==> config.mk <==
export PLATFORM = sky130hd
export DESIGN_NAME = cnsa_cell
export DESIGN_NICKNAME = d
export VERILOG_FILES = /design/src/rtl/column_null_skipping_aggregator_core_assert.svh /design/src/rtl/cnsa_pkg.sv /design/src/rtl/cnsa_cell.sv
export SDC_FILE = /design/constraint.sdc
export NUM_CORES = 1
export LEC_CHECK = 0
export ABC_AREA = 1
export BUFFER_PORTS_ARGS = -buffer_cell sky130_fd_sc_hd__buf_2
export CAP_MARGIN = 20
export CORE_UTILIZATION = 25
export CTS_BUF_LIST = sky130_fd_sc_hd__clkbuf_2
export CTS_CLUSTER_DIAMETER = 200
export CTS_CLUSTER_SIZE = 20
export DETAILED_ROUTE_END_ITERATION = 16
export SYNTH_ARGS = -nofsm -noshare
export SYNTH_HDL_FRONTEND = slang
export SYNTH_SLANG_ARGS = --single-unit
==> constraint.sdc <==
create_clock -name clk -period 3.7 [get_ports clk]
set_input_delay 0.185 -clock clk [delete_from_list [all_inputs] [get_ports clk]]
set_output_delay 0.185 -clock clk [all_outputs]
set_load 0.01 [all_outputs]
==> src/rtl/column_null_skipping_aggregator_core_assert.svh <==
// Assertion macros shared by the RTL.
`ifndef COLUMN_NULL_SKIPPING_AGGREGATOR_CORE_ASSERT_SVH
`define COLUMN_NULL_SKIPPING_AGGREGATOR_CORE_ASSERT_SVH
// Same-cycle implication, disabled during reset.
`define CNSA_ASSERT_NOW(lbl, ante, cons) \
    lbl: assert property (@(posedge clk) disable iff (!rst_n) (ante) |-> (cons)) \
        else $error("assertion failed");
// Next-cycle implication, disabled during reset.
`define CNSA_ASSERT_NEXT(lbl, ante, cons) \
    lbl: assert property (@(posedge clk) disable iff (!rst_n) (ante) |=> (cons)) \
        else $error("assertion failed");
`endif

==> src/rtl/cnsa_pkg.sv <==
// ----------------------------------------------------------------------------
// cnsa_pkg
// Types and constants for the column aggregator.
// ----------------------------------------------------------------------------
package cnsa_pkg;

    localparam int VAL_W  = 32;
    localparam int MEAN_W = 40;
    localparam int FCNT_W = 11;
    localparam int DCNT_W = 9;

    localparam logic signed [VAL_W-1:0] INT_MAX = 32'sh7FFF_FFFF;
    localparam logic signed [VAL_W-1:0] INT_MIN = 32'sh8000_0000;

    // Input word
    typedef struct packed {
        logic signed [VAL_W-1:0] cell_value;
        logic                    cell_empty;
        logic                    last_cell;
    } in_word_t;

    // Result word
    typedef struct packed {
        logic signed [VAL_W-1:0]  total;
        logic signed [VAL_W-1:0]  smallest;
        logic signed [VAL_W-1:0]  largest;
        logic [FCNT_W-1:0]        filled_count;
        logic [DCNT_W-1:0]        distinct_count;
        logic signed [MEAN_W-1:0] mean_fixed;
        logic                     mean_valid;
        logic                     distinct_overflow;
    } out_word_t;

    // Token moving down the distinct-value chain
    typedef struct packed {
        logic             vld;    // token present
        logic             live;   // non-empty cell
        logic             last;   // final cell of the column
        logic             hit;    // value already placed or matched
        logic             fresh;  // value claimed a new cell
        logic [VAL_W-1:0] val;
    } tok_t;

endpackage

==> src/rtl/cnsa_cell.sv <==
// ----------------------------------------------------------------------------
// cnsa_cell
// One entry of the distinct-value set; passes the token on each cycle.
// ----------------------------------------------------------------------------
module cnsa_cell
    import cnsa_pkg::*;
(
    input  logic clk,
    input  logic rst_n,
    input  tok_t tin,
    output tok_t tout
);

    logic             occ_reg;
    logic [VAL_W-1:0] val_reg;
    tok_t             tok_reg;
    tok_t             tok_next;
    logic             match;
    logic             claim;

    // compare against stored entry, claim if free
    assign match = tin.vld && tin.live && occ_reg && (val_reg == tin.val);
    assign claim = tin.vld && tin.live && !tin.hit && !occ_reg;

    // occupancy; the last token of a column empties the entry behind it
    always_ff @(posedge clk or negedge rst_n)
    begin
        if (!rst_n)
        begin
            occ_reg <= 1'b0;
        end
        else if (tin.vld && tin.last)
        begin
            occ_reg <= 1'b0;
        end
        else if (claim)
        begin
            occ_reg <= 1'b1;
        end
    end

    always_ff @(posedge clk)
    begin
        if (claim)
        begin
            val_reg <= tin.val;
        end
    end

    // token with this entry's outcome folded in
    always_comb
    begin
        tok_next       = tin;
        tok_next.hit   = tin.hit | match | claim;
        tok_next.fresh = tin.fresh | claim;
    end

    // hand token to the next cell
    always_ff @(posedge clk or negedge rst_n)
    begin
        if (!rst_n)
        begin
            tok_reg <= '0;
        end
        else
        begin
            tok_reg <= tok_next;
        end
    end

    assign tout = tok_reg;

endmodule

* Word level (Yosys, flattened, before mapping)
Index checks and enable logic that the tools add are counted.
** Storage, ports and cells
- Bits of input ports :: 39
- Register bits :: 70
** Operators by class
- Reductions and logical operators :: 9
- Bitwise operators :: 3
- Muxes and demuxes :: 2
- Equal/unequal tests :: 1
** Operators by type and width (number)
- equality test 32 bit :: 1
- logical AND 1 bit :: 6
- OR 1 bit :: 3
- zero test 1 bit :: 2
- 2-to-1 mux 1 bit :: 2
- nonzero test 2 bit :: 1

* Logic depth before layout (Yosys ltp)
- Depth after elaboration :: 5
- Mapped depth :: 9
- Mapped depth without buffers :: 9

* Worst setup path before layout
OpenSTA, ideal clock, no wires.
- Path kind :: register -> register
- Start point :: register occ_reg
- End point :: register val_reg[0], enable pin
- Cell stages (with the launch flop) :: 2
- Arrival :: 1.781 ns
- Setup time :: 0.424 ns
- Buffers on the path :: 0
- Slack :: 1.495 ns
- Cells stage by stage :: dfrtp_1 -> nor2_1
** Between the ends
- Word-level cells in the longest chain between the ends :: 2
** Ends and longest elaborated chain
- start, declared :: line cnsa_cell.sv:14 : logic occ_reg;
- start signal, assigned :: line cnsa_cell.sv:30 : occ_reg <= 1'b0;
- start signal, assigned :: line cnsa_cell.sv:34 : occ_reg <= 1'b0;
- start signal, assigned :: line cnsa_cell.sv:38 : occ_reg <= 1'b1;
- zero test 1 bit :: line cnsa_cell.sv:23 : assign claim = tin.vld && tin.live && !tin.hit && !occ_reg;
- logical AND 1 bit :: line cnsa_cell.sv:23
- net claim :: line cnsa_cell.sv:19 : logic claim;
- end signal, assigned :: line cnsa_cell.sv:46 : val_reg <= tin.val;
- end, declared :: line cnsa_cell.sv:15 : logic [VAL_W-1:0] val_reg;
The timed path passes the listed nets, and every way through them passes these cells.
A chain may end at the register's enable or synchronous reset.

* Final worst setup path
- Start point :: input tin[36] in the netlist's numbering
- End point :: register val_reg[8], enable pin
** Between the ends
- Word-level cells in the longest chain between the ends :: 3
** Ends and longest elaborated chain
- start, declared :: line cnsa_cell.sv:10 : input tok_t tin,
- logical AND 1 bit (3 in a row) :: line cnsa_cell.sv:23
- net claim :: line cnsa_cell.sv:19
The timed path passes the listed nets, and every way through them passes these cells.

==> metrics.md <==
| Metric | Value |
|---|---|
| Pre-antenna DRT Iters | `4` |
| Routed WL per cell | `11.0 um` |
| IR Drop Worst-Case VDD | `0.000200 V` |
| Worst-Margin Slew | `a little under 0.9 ns` |
| Antenna viol nets, final | `0` |
| CTS max path bufs | `2` |
| Post-Layout Cell Count | `447` |
| Row cnt | `35` |
| Hold Vio Cnt, Final | `0` |
| Total CTS buffers | `9` |
| Post-synth top flop | `dfrtp_1` |
| N_diodes | `0` |
| Setup Total Neg Slack | `0 ns` |
| Post-synthesis cell type count | `9` |
| Share of cells above drive strength 1 | `just under 30%` |
| Vias | `1665` |
| Crit-path max FO | `18` |
| Largest net degree at the start of global routing | `39` |
| Critical Path Start Type | `primary input` |
| Clock sinks | `70` |
| GR Util All Layers | `10.6%` |
| Final worst path period need | `1.54 ns` |
| Sequential share of the synthesized area | `77.4%` |
| Post-layout worst setup margin | `2.16 ns` |
| CTS Root Cell | `clkbuf_2` |
| Lkg Pwr | `1.61 nW` |
| Post-CTS Setup Bufs | `0` |
| Asr flop ratio synth | `around 54%` |
| Vert. Die Dim | `101 um` |
| Cells after Synth | `188` |
| Power Density | `422 nW/um2` |
| Avg Inst Size Synth | `13.1 um2` |
| HPWL Detailed | `3150 um` |
| CTS tree | `built` |
| Area grow syn2layout | `43.9%` |
| F_max | `0.648 GHz` |
| Clock Latency Late Sink | `0.49 ns` |
| Yosys warns | `0` |
| Final net count | `352` |
| Setup Skew | `0.0341 ns` |
| Synth cell count leaders | `nand2_1, dfrtp_1, edfxtp_1, inv_1, xnor2_1` |
| Die area | `10300 um2` |
| Syn Std Cell Area | `2470 um2` |
| CP Data Required Time | `3.90 ns` |
| Ports | `between 70 and 80` |
| CP endpoint kind | `flip-flop` |
| RSZ-0062 raised after global routing | `no` |
| DR vias/cell | `3.72` |
| Port Buffers | `between 70 and 80` |
| Crit Path Class | `in -> reg` |
| CP arrival | `1.74 ns` |
| Global route overflow | `0` |
| Worst r2r path cells | `2` |
| Syn_nets | `about 230` |
| Final Max Slew Viols | `0` |
| DRT Wirelength | `between 4000 and 5000 um` |
| Period utilization | `a little over two fifths` |
| GPL Wtd Cong | `between 0.6 and 0.7` |
| Most frequent cell after synthesis | `nand2_1` |
| First-pass GRT wire length | `7860 um` |
| Rel. slew slack | `approximately 40%` |
| Core footprint | `~9400 um2` |
| Final Setup Violations | `0` |
| CTS clock-pin slew for the worst setup and hold paths | `about 0.20 ns` |
| Largest cells by area after synthesis | `edfxtp_1, dfrtp_1, nand2_1, xnor2_1, inv_1` |
| MaxCap Viol Count | `0` |
| Initial core utilization | `26.2%` |
| Die width | `101 um` |
| EDFF count, synth | `32` |
| DRC errors left | `0` |
| Hold crit path type | `in -> async` |
| Initial antenna violation count | `0` |
| Vias in the first global route | `~1.7k` |
| Max reg flops | `37` |
| Worst setup slack after placement | `1.98 ns` |
| Outcome | `completed` |
| Flops & latches, synth | `70` |
| Largest area contributor in the netlist | `edfxtp_1` |
| Htree depth | `3` |
| DR iter-0 viols | `28` |
| Yosys top cell area share | `38.9%` |
| Dpl cells | `392` |
| R2r setup slk | `2.29 ns` |
## report_power, final
| part | switching [mW] | total [mW] | internal, mW |
|---|---|---|---|
| clock | 0.257 | 0.487 | 0.231 |
| combinational | 0.0745 | 0.152 | 0.0776 |
| sequential | 0.00999 | 0.858 | 0.848 |
## final timing paths
| kind | endpoint | startpoint |
|---|---|---|
| worst max-delay path | val_reg[8] | tin[36] |
| worst min-delay path | tout[15] | rst_n |
| worst max register to register | val_reg[8] | occ_reg |
| worst min register to register | occ_reg | occ_reg |
| max in group asynchronous | occ_reg | rst_n |
| min in group clk | tout[27] | tin[27] |
## kinds of logic (layout without fill, tap and decap cells)
group / Yosys count / in the layout / share of synthesized area, %
XOR/XNOR: 21 / 21 / 7.45
buffers and inverters: 26 / 156 / 3.95
AO/OA/AOI/OAI: 1 / 1 / 0.304
AND/OR/NAND/NOR: 70 / 70 / 10.8
flip-flops: 70 / 70 / 77.4
## cell type report
cell class	count	area, um2
multi-input combinational	92	467
fill	965	5860
sequential	70	1910
tap	129	161
clock inverter	4	71.3
clock buffer	12	60.1
inverter	26	97.6
timing repair buffer	114	783
## layout by cell type (no fill, tap or decap), types with 12 or more instances in the layout
cell type	n
buf_2	75
nand2_1	54
dlygate4sd3_1	38
dfrtp_1	38
edfxtp_1	32
inv_1	26
xnor2_1	21
nor2_1	12
clkbuf_2	12
## worst max-delay path, stage by stage
cell and delay (ns):
dlygate4sd3_1 0.53, buf_2 0.12, nand2_1 0.06, nor2_1 0.08
inv_1 0.08, nor2_4 0.44, buf_16 0.23
## what timing repair did
action | in CTS | in global routing
hold buffers | 38 | 0
gates resized for setup | 0 | 0
hold endpoints to repair | 108 | 0
## through the flow
step	util [%]	hold WS [ns]	cell area (um2)	power [mW]
floorplan	-	-0.111	2470	0.924
global placement	32.0	0.312	3010	0.991
detailed placement	32.0	0.314	3010	0.996
CTS	37.4	0.282	3520	1.53
global route	37.7	0.289	3550	1.58
finish	37.7	0.338	3550	1.50
## layer usage
layer  track usage (%)  part of all wire [%]  vias up
met1              13.0                    47      774
met2              16.8                    46       48
met3              2.90                   3.8       11
met4              6.35                   2.3        0
li1                  -                     -      832
met5                 0                     0        -
Note: power is estimated with default switching activity, not from simulation.
