**src/rtl/column_null_skipping_aggregator_core_assert.svh**
```systemverilog
// Assertion macros shared by the RTL.
`ifndef COLUMN_NULL_SKIPPING_AGGREGATOR_CORE_ASSERT_SVH
`define COLUMN_NULL_SKIPPING_AGGREGATOR_CORE_ASSERT_SVH
// Same-cycle implication, disabled during reset.
`define CNSA_ASSERT_NOW(lbl, ante, cons) \
    lbl: assert property (@(posedge clk) disable iff (!rst_n) (ante) |-> (cons)) \
        else $error("assertion failed");
// Next-cycle implication, disabled during reset.
`define CNSA_ASSERT_NEXT(lbl, ante, cons) \
    lbl: assert property (@(posedge clk) disable iff (!rst_n) (ante) |=> (cons)) \
        else $error("assertion failed");
`endif

```
**src/rtl/cnsa_pkg.sv**
```systemverilog
// ----------------------------------------------------------------------------
// cnsa_pkg
// Types and constants for the column aggregator.
// ----------------------------------------------------------------------------
package cnsa_pkg;

    localparam int VAL_W  = 32;
    localparam int MEAN_W = 40;
    localparam int FCNT_W = 11;
    localparam int DCNT_W = 9;

    localparam logic signed [VAL_W-1:0] INT_MAX = 32'sh7FFF_FFFF;
    localparam logic signed [VAL_W-1:0] INT_MIN = 32'sh8000_0000;

    // Input word
    typedef struct packed {
        logic signed [VAL_W-1:0] cell_value;
        logic                    cell_empty;
        logic                    last_cell;
    } in_word_t;

    // Result word
    typedef struct packed {
        logic signed [VAL_W-1:0]  total;
        logic signed [VAL_W-1:0]  smallest;
        logic signed [VAL_W-1:0]  largest;
        logic [FCNT_W-1:0]        filled_count;
        logic [DCNT_W-1:0]        distinct_count;
        logic signed [MEAN_W-1:0] mean_fixed;
        logic                     mean_valid;
        logic                     distinct_overflow;
    } out_word_t;

    // Token moving down the distinct-value chain
    typedef struct packed {
        logic             vld;    // token present
        logic             live;   // non-empty cell
        logic             last;   // final cell of the column
        logic             hit;    // value already placed or matched
        logic             fresh;  // value claimed a new cell
        logic [VAL_W-1:0] val;
    } tok_t;

endpackage

```
**src/rtl/cnsa_div.sv**
```systemverilog
// ----------------------------------------------------------------------------
// cnsa_div
// Restoring divider, one quotient bit per cycle, unsigned operands.
// ----------------------------------------------------------------------------
module cnsa_div
    import cnsa_pkg::*;
#(
    parameter int VW = 11
)
(
    input  logic              clk,
    input  logic              rst_n,
    input  logic              start,
    input  logic [MEAN_W-1:0] dividend,
    input  logic [VW-1:0]     divisor,
    output logic              done,
    output logic [MEAN_W-1:0] quotient
);

    localparam int SW = $clog2(MEAN_W);

    logic              run_reg;
    logic              done_reg;
    logic [SW-1:0]     step_reg;
    logic [MEAN_W-1:0] dvd_reg;
    logic [VW-1:0]     rem_reg;
    logic [VW-1:0]     dv_reg;
    logic [VW:0]       sh;
    logic [VW:0]       diff;
    logic              ge;

    // one shift-subtract step
    always_comb
    begin
        sh   = {rem_reg, dvd_reg[MEAN_W-1]};
        ge   = (sh >= {1'b0, dv_reg});
        diff = sh - {1'b0, dv_reg};
    end

    always_ff @(posedge clk or negedge rst_n)
    begin
        if (!rst_n)
        begin
            run_reg  <= 1'b0;
            done_reg <= 1'b0;
            step_reg <= '0;
        end
        else
        begin
            done_reg <= run_reg && (step_reg == SW'(MEAN_W - 1));
            if (start)
            begin
                run_reg  <= 1'b1;
                step_reg <= '0;
            end
            else if (run_reg)
            begin
                step_reg <= step_reg + 1'b1;
                if (step_reg == SW'(MEAN_W - 1))
                begin
                    run_reg <= 1'b0;
                end
            end
        end
    end

    always_ff @(posedge clk)
    begin
        if (start)
        begin
            dvd_reg <= dividend;
            rem_reg <= '0;
            dv_reg  <= divisor;
        end
        else if (run_reg)
        begin
            rem_reg <= ge ? diff[VW-1:0] : sh[VW-1:0];
            dvd_reg <= {dvd_reg[MEAN_W-2:0], ge};
        end
    end

    assign done     = done_reg;
    assign quotient = dvd_reg;

endmodule
```
**config.mk**
```make
export PLATFORM = sky130hd
export DESIGN_NAME = cnsa_div
export DESIGN_NICKNAME = d
export VERILOG_FILES = /design/src/rtl/column_null_skipping_aggregator_core_assert.svh /design/src/rtl/cnsa_pkg.sv /design/src/rtl/cnsa_div.sv
export SDC_FILE = /design/constraint.sdc
export NUM_CORES = 1
export LEC_CHECK = 0
export ABC_AREA = 1
export BUFFER_PORTS_ARGS = -buffer_cell sky130_fd_sc_hd__buf_4
export CORE_UTILIZATION = 30
export DETAILED_ROUTE_END_ITERATION = 12
export GPL_TIMING_DRIVEN = 1
export SYNTH_ARGS = -nofsm -noshare
export SYNTH_HDL_FRONTEND = slang
export SYNTH_SLANG_ARGS = --single-unit
```
**constraint.sdc**
```tcl
create_clock -name clk -period 2.1 [get_ports clk]
set_clock_uncertainty 0.15 [all_clocks]
set_input_delay 0 -clock clk [delete_from_list [all_inputs] [get_ports clk]]
set_output_delay 0 -clock clk [all_outputs]
set_load 0.005 [all_outputs]
```
## After elaboration in Yosys (flattened, before gate mapping)

Cells that the tools add are included.

| word-level totals | value |
|---|---|
| register bits after elaboration | 70 |
| latch bits | 0 |
| bits in writable memories | 0 |
| bits in read-only memories | 0 |
| input bits | 54 |
| output and inout bits | 41 |
| word-level logic and storage cells | 20 |
| memories kept | 0 |

| operators by class | value |
|---|---|
| $add $sub $neg | 2 |
| multipliers | 0 |
| div/mod/pow operators | 0 |
| order comparisons | 1 |
| equality and inequality tests | 1 |
| shift operators | 0 |
| mux-type cells | 8 |
| bitwise operators | 0 |
| reduce and logical (&&, ||, !) cells | 2 |

Operators with widths:

| cell | number |
|---|---|
| 40-bit 2-to-1 mux | 2 |
| 12-bit by 11-bit >= comparator with 1-bit output | 1 |
| 6-bit 2-to-1 mux | 2 |
| 11-bit 2-to-1 mux | 1 |
| 11-bit subtractor | 1 |
| 6-bit by 1-bit adder with 6-bit output (second input constant) | 1 |
| 6-bit == test (second input constant) | 1 |
| 1-bit 2-to-1 mux | 3 |
| 2-bit nonzero test | 1 |
| 1-bit logical AND | 1 |

## Depth between registers and ports, before layout

| logic depth | value |
|---|---|
| word-level depth | 4 |
| mapped depth | 12 |
| mapped depth without buffers | 12 |

## Worst setup path after synthesis

No wires, ideal clock.

| timing | value |
|---|---|
| path kind | register -> register |
| start point | register run_reg |
| end point | register dvd_reg[0] (netlist: quotient[0]) (enable) |
| setup time | 0.394 ns |
| arrival time | 1.477 ns |
| required time | 1.556 ns |
| slack | 0.079 ns |
| cell stages (with the launch flop) | 4 |
| path buffers | 1 |
| period minus slack after synthesis | 2.021 ns |
| cells stage by stage | dfrtp_1 -> nor2_1 -> clkbuf_1 -> inv_1 |

| between the ends | value |
|---|---|
| word-level cells in the longest chain between the ends | 1 |

RTL lines:

| element | line | source |
|---|---|---|
| start, declared | cnsa_div.sv:22 | `logic run_reg;` |
| start signal, assigned | cnsa_div.sv:44 | `run_reg <= 1'b0;` |
| start signal, assigned | cnsa_div.sv:53 | `run_reg <= 1'b1;` |
| start signal, assigned | cnsa_div.sv:61 | `run_reg <= 1'b0;` |
| 2-bit nonzero test (no source line) | - |  |
| end signal, assigned | cnsa_div.sv:71 | `dvd_reg <= dividend;` |
| end signal, assigned | cnsa_div.sv:78 | `dvd_reg <= {dvd_reg[MEAN_W-2:0], ge};` |
| end, declared | cnsa_div.sv:25 | `logic [MEAN_W-1:0] dvd_reg;` |

No other way between the ends.
A chain may end at the register's enable or synchronous reset.

## Worst setup path after layout

| timing | value |
|---|---|
| start point | register dv_reg[0] |
| end point | register rem_reg[6] |

| between the ends | value |
|---|---|
| word-level cells in the longest chain between the ends | 2 |

RTL lines:

| element | line | source |
|---|---|---|
| start, declared | cnsa_div.sv:27 | `logic [VW-1:0] dv_reg;` |
| start signal, assigned | cnsa_div.sv:73 | `dv_reg <= divisor;` |
| 11-bit subtractor or 12-bit by 11-bit >= comparator with 1-bit output (tied branches) | cnsa_div.sv:37, cnsa_div.sv:36 |  |
| 11-bit 2-to-1 mux * | cnsa_div.sv:77 | `rem_reg <= ge ? diff[VW-1:0] : sh[VW-1:0];` |
| end signal, assigned | cnsa_div.sv:77 |  |
| end, declared | cnsa_div.sv:26 | `logic [VW-1:0] rem_reg;` |

Every way passes the cells marked *; elsewhere a longest branch is shown, timed or not.

==> impl_metrics.tcl <==
set metrics [dict create \
    vias_per_cell 4.559 \
    final_util_pct 45.76 \
    path_clk_slew_ns 0.06 \
    arrival_ns 2.06 \
    antenna_found_initial 0 \
    largest_reg_flops 40 \
    hp-class "input port to flip-flop" \
    htree_levels 3 \
    dp_worst_setup_slack_ns 0.02647 \
    gp_congestion 0.8756 \
    drc 0 \
    track_usage_pct 15.99 \
    cts_tree "done" \
    syn-num-nets 504 \
    drive_gt1_share_pct 25.71 \
    switching_share_pct 34.50 \
    setup_slack_ns 0.1139 \
    outcome "finished, final reports clean" \
    ctsLongestPathBuffers 2 \
    clkLatencyLatePin_ns 0.33 \
    io_buffers 94 \
    ys.warnings.count 0 \
    cap_violations 0 \
    seqPwrFrac_pct 34.9 \
    required_ns 2.18 \
    synth_ff_type "edfxtp_1" \
    diodes 0 \
    combPwrFrac_pct 36.9 \
    synth-edff-count 51 \
    netlist_instances 437 \
    internal-power_uw 3453 \
    path_common_cell "nand3_1" \
    ys_seq_area_share_pct 52.77 \
    max_stage_delay_ns 0.42 \
    overflow 0 \
    dieHeight_um 113.0 \
    vias 3401 \
    cp-start-kind "flip-flop" \
    clock_sinks 70 \
    p_leak_uw 0.002717 \
    rows 40 \
    p_sw_uw 1819 \
    hpwlAfterDp_um 6257 \
    synth_cell_types 31 \
    cp-end-kind "flip-flop" \
    crit_fanout 6 \
    fin_crit_sh_pct 94.58 \
    grt_start_max_net_pins 52 \
    worst_pin_slew_ns 0.5841 \
    yosys-top-cells-count "nand2_1, edfxtp_1, inv_1" \
    drtPass1Iterations 4 \
    powerDensity_nw_per_um2 959.2 \
    worst-path-buf-inv 1 \
    io_pins 95 \
    grt_pass1_wl_um 16150 \
    core_um2 12010 \
    yosysTopAreaCell "edfxtp_1" \
    synth_area_um2 3699 \
    cp_slowest_cell "edfxtp_1" \
    clockPowerShare_pct 28.2 \
    slew_viol_final 0 \
    postSynth.asyncResetShare_pct 11.43 \
    crit_chain "ha_4 > fa_2 > inv_2 > nand3_1 > nand3_2 > nand2_4 > nand4_4 > nand3_1 > nand3_1 > nand2_1" \
    ant_nets 0 \
    drt_wl_total_um 9652 \
    first_global_vias 3495 \
    syn2layout_area_growth_pct 48.61 \
    hold_violations 0 \
    setup_viol 0 \
    cts-root-buf "clkbuf_16" \
    synth_top_area_share_pct 41.41 \
    cts_buffers 9 \
    avgRoutedWirePerCell_um 12.94 \
    ir_drop_mv 0.5385 \
    nNetsFinal 661 \
    max_freq_ghz 0.5035 \
    dieArea_um2 12780 \
    yosysMostFrequentCell "nand2_1" \
    slew_headroom_pct 61.06 \
    fin_crit_ns 1.986 \
    initial_core_util_pct 30.79 \
    crit_type "flip-flop to flip-flop" \
    ys_ff_latch 70 \
    synth_area_per_cell_um2 8.463 \
    drt_iter0_drc 92 \
    ys_top_cells_by_area "edfxtp_1, nand2_1, dfxtp_1" \
    crit_family "simple AND/OR/NAND/NOR gates" \
    chipWidth_um 113.0 \
]
==> power groups by stage <==
stage               Clock (uW)  Combinational (uW)  Sequential (uW)
floorplan                    0                1350             1830
global placement             0                1720             1860
detailed placement           0                1750             1860
CTS                       1540                1840             1840
global route              1590                2210             1870
finish                    1490                1950             1840
==> final timing paths <==
kind	start	end	slack, ns	depth (start not counted)
max	dv_reg[0]	rem_reg[6]	0.11	10
min	divisor[6]	dv_reg[6]	0.24	2
max reg2reg	dv_reg[0]	rem_reg[6]	0.11	10
min reg2reg	rem_reg[10]	rem_reg[10]	0.32	2
max in group asynchronous	rst_n	step_reg[1]	1.02	3
min in group asynchronous	rst_n	done	0.50	3
==> cell usage in the layout, fill, tap and decap left out, types with 2 or more instances in the layout <==
cell type / Yosys / final
clkinv_4: 0 / 2
nand4_1: 14 / 14
inv_1: 48 / 46
dfrtp_1: 8 / 8
clkbuf_16: 0 / 10
buf_6: 1 / 2
nand4_4: 1 / 2
xnor2_1: 2 / 2
nor2_1: 17 / 17
nand2_1: 190 / 189
inv_2: 3 / 5
a21oi_1: 6 / 6
buf_4: 2 / 102
dlygate4sd3_1: 0 / 56
nor2_2: 2 / 2
nor3_1: 2 / 2
nand3_2: 6 / 7
nand2_2: 13 / 13
edfxtp_1: 51 / 51
dfxtp_1: 11 / 11
ha_1: 12 / 11
o21ai_0: 3 / 3
nand3_1: 25 / 24
==> timing repair <==
action,in CTS,in global routing
hold buffers,56,0
gates resized for setup,0,12
setup buffers,0,2
endpoints found under the hold margin,60,0
setup endpoints to repair,0,12
==> per-stage QoR <==
| step | setup TNS [ns] | total power (uW) | instance area [um^2] | hold WS (ns) | instances |
|---|---|---|---|---|---|
| after floorplan | 0 | 3185 | 3699 | -0.4456 | 437 |
| after global placement | 0 | 3573 | 4559 | -0.3258 | 671 |
| after detailed placement | 0 | 3607 | 4559 | -0.3246 | 671 |
| after CTS | 0 | 5216 | 5418 | 0.2258 | 743 |
| after global routing | -0.01559 | 5668 | 5497 | 0.2283 | 746 |
| final | 0 | 5272 | 5497 | 0.2400 | 746 |
==> logic make-up after synthesis <==
group / share of synthesized area, %
simple gates: 32.65
flops: 52.77
buf+inv: 7.578
fa+ha+maj: 4.601
compound gates: 1.691
xor+xnor: 0.7105
==> layer usage <==
metal / global-route usage (%) / share of wire, % / vias up
met5: 0 / 0 / -
met4: 4.298 / 0.95 / 0
met3: 5.731 / 6.1 / 9
met2: 26.99 / 49 / 85
met1: 19.28 / 44 / 1596
li1: - / - / 1711
==> cell type report <==
class | count | area (um^2)
Fill cell | 1155 | 6515
Sequential cell | 70 | 1952
Multi-Input combinational cell | 302 | 1523
Timing Repair Buffer | 160 | 1349
Clock buffer | 12 | 267.8
Inverter | 51 | 191.4
Tap cell | 147 | 183.9
Clock inverter | 4 | 30.03
(Power assumes the default switching activity.)
